==> src/tne_pkg.sv <==
`timescale 1ns / 1ps
// ----------------------------------------------------------------------------
// tne_pkg
// shared types, format codes and constant tables for the telemetry number
// exponent encoder
// ----------------------------------------------------------------------------
package tne_pkg;

    localparam int VALUE_W = 32;
    localparam int FMT_W   = 3;
    localparam int CODE_W  = 13;
    localparam int NUM_W   = 20;   // rounded dividend, below 2^20 where it is used
    localparam int RECIP_W = 20;
    localparam int QUOT_W  = 11;   // largest rounded quotient is 1024
    localparam int MANT_W  = 10;
    localparam int EXP_W   = 2;

    // format codes
    localparam logic [FMT_W-1:0] FMT_2DIG_P0 = 3'd0;
    localparam logic [FMT_W-1:0] FMT_2DIG_P1 = 3'd1;
    localparam logic [FMT_W-1:0] FMT_2DIG_P2 = 3'd2;
    localparam logic [FMT_W-1:0] FMT_3DIG_P1 = 3'd3;
    localparam logic [FMT_W-1:0] FMT_3DIG_P2 = 3'd4;

    // exponent codes
    localparam logic [EXP_W-1:0] EXP_0 = 2'd0;
    localparam logic [EXP_W-1:0] EXP_1 = 2'd1;
    localparam logic [EXP_W-1:0] EXP_2 = 2'd2;
    localparam logic [EXP_W-1:0] EXP_3 = 2'd3;

    // clamps and range limits
    localparam logic [VALUE_W-1:0] LIM_NEG_P0  = 32'd63;
    localparam logic [VALUE_W-1:0] LIM_POS_P0  = 32'd127;
    localparam logic [VALUE_W-1:0] LIM_100     = 32'd100;
    localparam logic [VALUE_W-1:0] LIM_1000    = 32'd1000;
    localparam logic [VALUE_W-1:0] LIM_10000   = 32'd10000;
    localparam logic [VALUE_W-1:0] LIM_100000  = 32'd100000;
    localparam logic [VALUE_W-1:0] LIM_1270    = 32'd1270;
    localparam logic [VALUE_W-1:0] LIM_127000  = 32'd127000;
    localparam logic [VALUE_W-1:0] LIM_10240   = 32'd10240;
    localparam logic [VALUE_W-1:0] LIM_1024000 = 32'd1024000;

    localparam logic [QUOT_W-1:0] TOP_2DIG = 11'd127;
    localparam logic [QUOT_W-1:0] TOP_3DIG = 11'd1023;

    localparam logic [7:0]  OVER_2DIG_P1 = 8'hFF;
    localparam logic [8:0]  OVER_2DIG_P2 = 9'h1FF;
    localparam logic [10:0] OVER_3DIG_P1 = 11'h7FF;
    localparam logic [11:0] OVER_3DIG_P2 = 12'hFFF;

    typedef enum logic [1:0] {
        KIND_DIRECT,
        KIND_DIV,
        KIND_OVER,
        KIND_ZERO
    } kind_t;

    typedef enum logic [1:0] {
        DIV_10,
        DIV_100,
        DIV_1000
    } div_sel_t;

    // reciprocal shifts: q = (n * recip) >> shift, exact for n < 2^20
    localparam int SHIFT_10   = 23;
    localparam int SHIFT_100  = 26;
    localparam int SHIFT_1000 = 29;

    typedef struct packed {
        logic               neg;
        logic [FMT_W-1:0]   fmt;
        kind_t              kind;
        div_sel_t           dsel;
        logic [EXP_W-1:0]   exp;
        logic [MANT_W-1:0]  direct;
        logic [NUM_W-1:0]   num;
    } mid_t;

    function automatic logic [RECIP_W-1:0] recip(input div_sel_t sel);
        logic [RECIP_W-1:0] r;
        unique case (sel)
            DIV_10:   r = 20'd838861;
            DIV_100:  r = 20'd671089;
            DIV_1000: r = 20'd536871;
            default:  r = 20'd838861;
        endcase
        return r;
    endfunction

    function automatic logic [NUM_W-1:0] half_div(input div_sel_t sel);
        logic [NUM_W-1:0] h;
        unique case (sel)
            DIV_10:   h = 20'd5;
            DIV_100:  h = 20'd50;
            DIV_1000: h = 20'd500;
            default:  h = 20'd5;
        endcase
        return h;
    endfunction

endpackage

==> src/telemetry_number_exponent_encoder.sv <==
`timescale 1ns / 1ps
// ----------------------------------------------------------------------------
// telemetry_number_exponent_encoder
// packs a signed 32-bit value into a sign / mantissa / power-of-ten exponent
// telemetry code in one of five formats
// ----------------------------------------------------------------------------
// usage:
//   s_value / s_format enter on a valid/ready channel; one transaction on the
//   input gives exactly one transaction on m_code, in order.
//   three register stages: input register, classify register (magnitude,
//   range class, rounded dividend), result register; an accepted input
//   passes through them in that order, and the result register drives m_code.
//   throughput is one transaction per cycle while m_ready stays high; the
//   only multiply is the reciprocal multiply for the divide by 10, 100 or
//   1000, which sits alone between the classify register and the result
//   register.
//   each stage loads when it is empty or the stage after it moves, so while
//   the receiver stalls with a result held on m_code, bubbles further up
//   still fill and s_ready stays high until all three stages are full.
//   aresetn (synchronous, active low) empties every stage; payload
//   registers are not cleared by it.
// ----------------------------------------------------------------------------
module telemetry_number_exponent_encoder
    import tne_pkg::*;
(
    input  logic                aclk,
    input  logic                aresetn,
    input  logic                s_valid,
    output logic                s_ready,
    input  logic [VALUE_W-1:0]  s_value,
    input  logic [FMT_W-1:0]    s_format,
    output logic                m_valid,
    input  logic                m_ready,
    output logic [CODE_W-1:0]   m_code
);

    // ------------------------------------------------------------------
    // stage registers
    // ------------------------------------------------------------------
    logic                in_valid_reg, in_valid_next;
    logic [VALUE_W-1:0]  in_value_reg, in_value_next;
    logic [FMT_W-1:0]    in_format_reg, in_format_next;
    logic                mid_valid_reg, mid_valid_next;
    mid_t                mid_reg, mid_next;
    logic                out_valid_reg, out_valid_next;
    logic [CODE_W-1:0]   out_code_reg, out_code_next;

    // stage advance enables, back to front
    logic out_load, mid_load, in_load;

    assign out_load = !out_valid_reg || m_ready;
    assign mid_load = !mid_valid_reg || out_load;
    assign in_load  = !in_valid_reg  || mid_load;

    assign s_ready = in_load;
    assign m_valid = out_valid_reg;
    assign m_code  = out_code_reg;

    // ------------------------------------------------------------------
    // classify: magnitude, range class, divisor and rounded dividend
    // ------------------------------------------------------------------
    logic               neg;
    logic [VALUE_W-1:0] mag;
    logic [VALUE_W-1:0] lim_p0;
    logic [VALUE_W-1:0] clamp_p0;

    always_comb begin
        neg      = in_value_reg[VALUE_W-1];
        // most negative input wraps to 2^31, which fits unsigned
        mag      = neg ? (~in_value_reg + 32'd1) : in_value_reg;
        lim_p0   = neg ? LIM_NEG_P0 : LIM_POS_P0;
        clamp_p0 = (mag > lim_p0) ? lim_p0 : mag;

        mid_next.neg    = neg;
        mid_next.fmt    = in_format_reg;
        mid_next.kind   = KIND_ZERO;
        mid_next.dsel   = DIV_10;
        mid_next.exp    = EXP_0;
        mid_next.direct = mag[MANT_W-1:0];

        case (in_format_reg)
            FMT_2DIG_P0: begin
                mid_next.kind   = KIND_DIRECT;
                mid_next.direct = clamp_p0[MANT_W-1:0];
            end
            FMT_2DIG_P1: begin
                if (mag < LIM_100) begin
                    mid_next.kind = KIND_DIRECT;
                end else if (mag < LIM_1270) begin
                    mid_next.kind = KIND_DIV;
                    mid_next.exp  = EXP_1;
                end else begin
                    mid_next.kind = KIND_OVER;
                end
            end
            FMT_2DIG_P2: begin
                if (mag < LIM_100) begin
                    mid_next.kind = KIND_DIRECT;
                end else if (mag < LIM_1000) begin
                    mid_next.kind = KIND_DIV;
                    mid_next.exp  = EXP_1;
                end else if (mag < LIM_10000) begin
                    mid_next.kind = KIND_DIV;
                    mid_next.dsel = DIV_100;
                    mid_next.exp  = EXP_2;
                end else if (mag < LIM_127000) begin
                    mid_next.kind = KIND_DIV;
                    mid_next.dsel = DIV_1000;
                    mid_next.exp  = EXP_3;
                end else begin
                    mid_next.kind = KIND_OVER;
                end
            end
            FMT_3DIG_P1: begin
                if (mag < LIM_1000) begin
                    mid_next.kind = KIND_DIRECT;
                end else if (mag < LIM_10240) begin
                    mid_next.kind = KIND_DIV;
                    mid_next.exp  = EXP_1;
                end else begin
                    mid_next.kind = KIND_OVER;
                end
            end
            FMT_3DIG_P2: begin
                if (mag < LIM_1000) begin
                    mid_next.kind = KIND_DIRECT;
                end else if (mag < LIM_10000) begin
                    mid_next.kind = KIND_DIV;
                    mid_next.exp  = EXP_1;
                end else if (mag < LIM_100000) begin
                    mid_next.kind = KIND_DIV;
                    mid_next.dsel = DIV_100;
                    mid_next.exp  = EXP_2;
                end else if (mag < LIM_1024000) begin
                    mid_next.kind = KIND_DIV;
                    mid_next.dsel = DIV_1000;
                    mid_next.exp  = EXP_3;
                end else begin
                    mid_next.kind = KIND_OVER;
                end
            end
            default: begin
                mid_next.kind = KIND_ZERO;
            end
        endcase

        // round half up: add half the divisor; no carry out for the
        // divide ranges, all below 2^20 after the add
        mid_next.num = mag[NUM_W-1:0] + half_div(mid_next.dsel);
    end

    // ------------------------------------------------------------------
    // divide by reciprocal multiply, saturate, pack
    // ------------------------------------------------------------------
    logic [NUM_W+RECIP_W-1:0] prod;
    logic [QUOT_W-1:0]        quot;
    logic [QUOT_W-1:0]        top;
    logic [MANT_W-1:0]        quot_sat;
    logic [MANT_W-1:0]        mant;
    logic                     over;

    always_comb begin
        prod = mid_reg.num * recip(mid_reg.dsel);

        unique case (mid_reg.dsel)
            DIV_10:   quot = prod[SHIFT_10+QUOT_W-1:SHIFT_10];
            DIV_100:  quot = prod[SHIFT_100+QUOT_W-1:SHIFT_100];
            DIV_1000: quot = prod[SHIFT_1000+QUOT_W-1:SHIFT_1000];
            default:  quot = prod[SHIFT_10+QUOT_W-1:SHIFT_10];
        endcase

        // a quotient that rounds past the field saturates
        top      = ((mid_reg.fmt == FMT_2DIG_P1) || (mid_reg.fmt == FMT_2DIG_P2))
                   ? TOP_2DIG : TOP_3DIG;
        quot_sat = (quot > top) ? top[MANT_W-1:0] : quot[MANT_W-1:0];

        mant = (mid_reg.kind == KIND_DIV) ? quot_sat : mid_reg.direct;
        over = (mid_reg.kind == KIND_OVER);

        out_code_next = '0;
        if (mid_reg.kind != KIND_ZERO) begin
            case (mid_reg.fmt)
                FMT_2DIG_P0: begin
                    // negative clamp is 63, so for a negative value bit 6 is the sign alone
                    out_code_next = {6'd0, mant[6] | mid_reg.neg, mant[5:0]};
                end
                FMT_2DIG_P1: begin
                    out_code_next = {4'd0, mid_reg.neg,
                                     over ? OVER_2DIG_P1 : {mant[6:0], mid_reg.exp[0]}};
                end
                FMT_2DIG_P2: begin
                    out_code_next = {3'd0, mid_reg.neg,
                                     over ? OVER_2DIG_P2 : {mant[6:0], mid_reg.exp}};
                end
                FMT_3DIG_P1: begin
                    out_code_next = {1'b0, mid_reg.neg,
                                     over ? OVER_3DIG_P1 : {mant, mid_reg.exp[0]}};
                end
                FMT_3DIG_P2: begin
                    out_code_next = {mid_reg.neg,
                                     over ? OVER_3DIG_P2 : {mant, mid_reg.exp}};
                end
                default: begin
                    out_code_next = '0;
                end
            endcase
        end
    end

    // ------------------------------------------------------------------
    // next-state of the stage registers
    // ------------------------------------------------------------------
    always_comb begin
        in_valid_next  = in_load  ? s_valid       : in_valid_reg;
        in_value_next  = in_load  ? s_value       : in_value_reg;
        in_format_next = in_load  ? s_format      : in_format_reg;
        mid_valid_next = mid_load ? in_valid_reg  : mid_valid_reg;
        out_valid_next = out_load ? mid_valid_reg : out_valid_reg;
    end

    // control state, reset clears
    always_ff @(posedge aclk) begin
        if (!aresetn) begin
            in_valid_reg  <= 1'b0;
            mid_valid_reg <= 1'b0;
            out_valid_reg <= 1'b0;
        end else begin
            in_valid_reg  <= in_valid_next;
            mid_valid_reg <= mid_valid_next;
            out_valid_reg <= out_valid_next;
        end
    end

    // payload, no reset
    always_ff @(posedge aclk) begin
        in_value_reg  <= in_value_next;
        in_format_reg <= in_format_next;
        if (mid_load) begin
            mid_reg <= mid_next;
        end
        if (out_load) begin
            out_code_reg <= out_code_next;
        end
    end

endmodule

==> config.mk <==
export PLATFORM = sky130hd
export DESIGN_NAME = telemetry_number_exponent_encoder
export DESIGN_NICKNAME = d
export VERILOG_FILES = /design/src/tne_pkg.sv /design/src/telemetry_number_exponent_encoder.sv
export SDC_FILE = /design/constraint.sdc
export NUM_CORES = 1
export LEC_CHECK = 0
export BUFFER_PORTS_ARGS = -buffer_cell sky130_fd_sc_hd__buf_4
export CAP_MARGIN = 20
export CORE_ASPECT_RATIO = 1.2
export CORE_MARGIN = 2
export CORE_UTILIZATION = 24
export CTS_CLUSTER_DIAMETER = 150
export DETAILED_ROUTE_END_ITERATION = 10
export PLACE_DENSITY_LB_ADDON = 0.05
export SYNTH_ARGS = -nofsm -noshare
export SYNTH_HDL_FRONTEND = slang
export SYNTH_SLANG_ARGS = --single-unit
==> constraint.sdc <==
create_clock -name aclk -period 17.6 [get_ports aclk]
set_input_delay 0.88 -clock aclk [delete_from_list [all_inputs] [get_ports aclk]]
set_output_delay 0.88 -clock aclk [all_outputs]
set_load 0.02 [all_outputs]
==> results.ini, run 1 <==
[outcome]
outcome=complete, no violations

[routing]
routed_wl_um=60700
drt-initial-drc-count=567
dr.pass1.iters=6
drc=0
wl_per_cell_um=21.7
vias=12700
vias_per_cell=4.53
ant_nets=0

[grt]
antenna_found_initial=0
grt_usage=0.168
grt_pass1_vias=14300
grt_max_degree=41
grt_pass1_wl_um=92800
globalRoute.totalOverflow=0

[sta]
fin_crit_sh=0.605
setup_violations=0
rsz0062_at_grt=false
max_freq_mhz=93.9
whs_ns=0.517
worstMarginPinSlew_ns=0.993
tns_ns=0
layout_min_cycle_time_ns=10.64
relSlewSlack=0.338
maxSlewViolCount=0
fin_skew_ns=0.0130
final-hold-violation-count=0
worst_slack_ns=6.96

[critical_path]
end_kind=register
cp_max_fo=29
critPathKind=reg -> reg
cp-start-kind=register
arrival_ns=10.75
crit_family=adder cells
cp_slowest_cell=ha_2
critPathRequiredTime_ns=17.71
path_buf_inv=9
cpPeakStageDelay_ns=0.76

[final_layout]
fin_area_um2=19100
fin_nets=2378
insertedDiodeCount=0
drive_above_1_share=0.0610
areaGrowthSynthToFinish_pct=10.2
largest_reg_flops=40

[yosys]
synth_nets=2348
synthMostInstantiatedCell=inv_1
netlist_area_um2=17300
yosysTopAreaCell=fa_1
synth_edf_count=88
synthTopCellsByArea=fa_1 (30%), ha_1 (15%), edfxtp_1 (15%), inv_1 (8.3%), nand2_1 (2.8%)
synth_flop_cell=edfxtp_1
synth_common_cells=inv_1 (381), fa_1 (262), ha_1 (213)
synth-seq-cells=91
synthArstFlopShare=0
syn_inst=1834
syn_avg_cell_area_um2=9.43
ys_warn_count=0
synth_cell_types=77
synth-seq-area-share=0.156
synth_top_area_share=0.303

[die]
die_area_um2=74300
ioPinCount=54
die_h_um=298
start_util=0.243
fp.dieW_um=249
num_rows=107
core_um2=71200

[place]
dp_hpwl_um=52800
placed_cell_area_um2=18800
routabilityCongestion=0.826
place_ws_ns=6.44
port_buffers=53

[clock_tree]
holdBufCountCts=0
cts_root_buf=clkbuf_16
ctsResizeCount=0
clkTransAtPathRegs_ns=0.07
h-tree-depth=3
cts_tree=yes
postCtsSetupBuffers=0
clkSinkCount=91
clk_latency_ns=0.37
cts_buffer_depth=2
numCtsBuffers=9

[worst_hold_path]
min_path_type=reg -> reg

[flow_run]
maxCapViolCount=0

## final timing paths
path / slack [ns] / cells past startpoint / to / start
setup / recovery: 6.96 / 32 / m_code[6] / mid_reg[32]
hold / removal: 0.52 / 2 / mid_valid_reg / in_valid_reg
setup reg to reg: 6.96 / 32 / m_code[6] / mid_reg[32]
hold reg to reg: 0.52 / 2 / mid_valid_reg / in_valid_reg
## per-layer routing
layer,track usage,routed length [µm]
met1,0.198,24800
met2,0.336,34400
met3,0.00778,769
met4,0.0291,677
met5,0,0
## cells in the final DEF (no fill, tap or decap), types with 18 or more instances in the layout
master / count
buf_4: 66
nor2_1: 93
and2_1: 29
o21ai_0: 56
inv_1: 381
nand4_1: 18
nor2b_1: 42
edfxtp_1: 88
a21oi_1: 64
xnor2_1: 48
nand2_1: 130
nand3_1: 19
a21o_1: 26
ha_1: 212
xor2_1: 29
a31oi_1: 26
nor3_1: 42
fa_1: 262
## per-stage QoR
| step | cells | util |
|---|---|---|
| after floorplan | 1834 | - |
| after global placement | 2778 | 0.263 |
| after detailed placement | 2778 | 0.263 |
| after CTS | 2794 | 0.268 |
| after global routing | 2795 | 0.268 |
| final | 2795 | 0.268 |
## cells by family after synthesis
kind of cell | after synthesis | share of synthesized area
adder cells (fa/ha/maj) | 475 | 0.457
flip-flops | 91 | 0.156
buffers and inverters | 429 | 0.0941
multiplexers | 6 | 0.00354
XOR/XNOR | 77 | 0.0390
AND/OR/NAND/NOR | 471 | 0.141
AO/OA/AOI/OAI | 285 | 0.109
## worst register-to-register path, delay by kind of cell (launching register included)
family,cells,cell delay (ns)
adder cells (fa/ha/maj),10,5.05
AO/OA/AOI/OAI,8,2.23
AND/OR/NAND/NOR,5,1.47
buffers and inverters,9,1.25
flip-flops,1,0.38
## layout make-up
class / instances / area, µm²
clock buffers: 9 / 225
multi-input cells: 1314 / 13000
clock inverters: 7 / 67.6
inverters: 381 / 1430
fillers: 7777 / 52200
repair buffers: 67 / 503
well taps: 926 / 1160
flip-flops and latches: 91 / 2700
Power of run 1 is left out: the tool's default activity adds up to more than one toggle a clock period on the data nets, which glitch-free logic cannot reach.
==> run 2, diff against run 1 <==
Clock period 17.6 ns to 10.2 ns, I/O delays scaled along.
==> run 2 against run 1 <==
  * First-iteration DRC count decreased by 10%
  * Setup slack got worse by 6.3 ns
  * Global-route usage grew 0.14 points
  * Utilization increased by 0.59 points
  * Largest cell class unchanged
  * Critical endpoint unchanged
  * Clock skew increased by 0.0022 ns
==> results.ini, run 2 (same netlist as run 1, synthesis figures left out) <==
[outcome]
outcome=complete, no violations

[sta]
layout_min_cycle_time_ns=9.51
maxSlewViolCount=0
tns_ns=0
max_freq_mhz=105
relSlewSlack=0.323
worstMarginPinSlew_ns=1.01
fin_skew_ns=0.0152
setup_violations=0
rsz0062_at_grt=false
fin_crit_sh=0.932
final-hold-violation-count=0

[final_layout]
largest_reg_flops=40
seq_area_um2=2700
multi_input_area_um2=13000
fin_nets=2421
final_common_cell=inv_1
areaGrowthSynthToFinish_pct=12.6
insertedDiodeCount=0
layout_common_cells=inv_1 (380), fa_1 (262), ha_1 (211), nand2_1 (130), buf_4 (109)
num-fill-cells=7666
drive_above_1_share=0.0863

[routing]
vias_per_cell=4.55
vias=12900
drt-initial-drc-count=510
drc=0
ant_nets=0
wl_per_cell_um=21.6
dr.pass1.iters=5
routed_wl_um=61200

[clock_tree]
holdBufCountCts=0
cts_buffer_depth=2
clk_latency_ns=0.37
numCtsBuffers=9
cts_root_buf=clkbuf_16
clkTransAtPathRegs_ns=0.07
cts_tree=yes
h-tree-depth=3
clkSinkCount=91

[die]
core_um2=71200
fp.dieW_um=249
num_rows=107
die_h_um=298
ioPinCount=54
start_util=0.243
die_area_um2=74300

[critical_path]
end_kind=register
critPathKind=reg -> reg
cp-start-kind=register
cp_max_fo=12
critPathRequiredTime_ns=10.31
cp_slowest_cell=fa_1
arrival_ns=9.62
cpPeakStageDelay_ns=0.58

[grt]
antenna_found_initial=1
grt_max_degree=41
grt_usage=0.169
grt_pass1_vias=14400
grt_pass1_wl_um=93200
globalRoute.totalOverflow=0

[flow_run]
maxCapViolCount=0

[place]
port_buffers=53
routabilityCongestion=0.847
dp_hpwl_um=54400

[worst_hold_path]
min_path_type=in -> reg

[run 2: timing repair]
item	4_1_cts	5_1_grt
buffers inserted	0	2
endpoints found under the setup margin	0	12
gates resized for setup	0	12
[run 2: area by class of cell]
type / instances / area share
repair inverters: 1 / 0.000257
inverters: 381 / 0.0736
well taps: 926 / 0.0595
clock inverters: 6 / 0.00578
multi-input cells: 1314 / 0.669
flip-flops and latches: 91 / 0.139
repair buffers: 109 / 0.0420
clock buffers: 10 / 0.0117
[run 2: worst paths after layout]
path                startpoint               end  slack (ns)  depth (start not counted)
setup / recovery   mid_reg[32]         m_code[6]        0.69                         34
hold / removal     s_value[30]  in_value_reg[30]        0.31                          1
setup reg to reg   mid_reg[32]         m_code[6]        0.69                         34
hold reg to reg   in_valid_reg     mid_valid_reg        0.51                          2
[run 2: metrics by stage]
stage | hold WS, ns | cell area, µm² | std cells | utilization | worst slack (ns)
after floorplan | 0.424 | 17300 | 1834 | - | 0.549
after global placement | 0.492 | 19100 | 2819 | 0.268 | 0.409
after detailed placement | 0.503 | 19100 | 2819 | 0.268 | 0.345
after CTS | 0.285 | 19400 | 2835 | 0.273 | 0.291
after global routing | 0.299 | 19500 | 2838 | 0.274 | 0.0380
final | 0.313 | 19500 | 2838 | 0.274 | 0.694
[run 2: critical path: cells and delay by family, from the launching register on]
kind / cells / cell delay, ns
adders and majority gates: 10 / 4.34
AOI/OAI and AO/OA: 13 / 2.65
buffers and inverters: 9 / 1.32
and+or+nand+nor: 2 / 0.54
DFF: 1 / 0.39
[run 2: metal layers]
metal  GRT usage  up-vias  routed length [µm]
met5           0        -                   0
li1            -     6231                   -
met4      0.0416        0                1180
met1       0.197     6479               24600
met3     0.00786       42                 725
met2       0.336      170               34700
Power of run 2 is left out for the same reason.
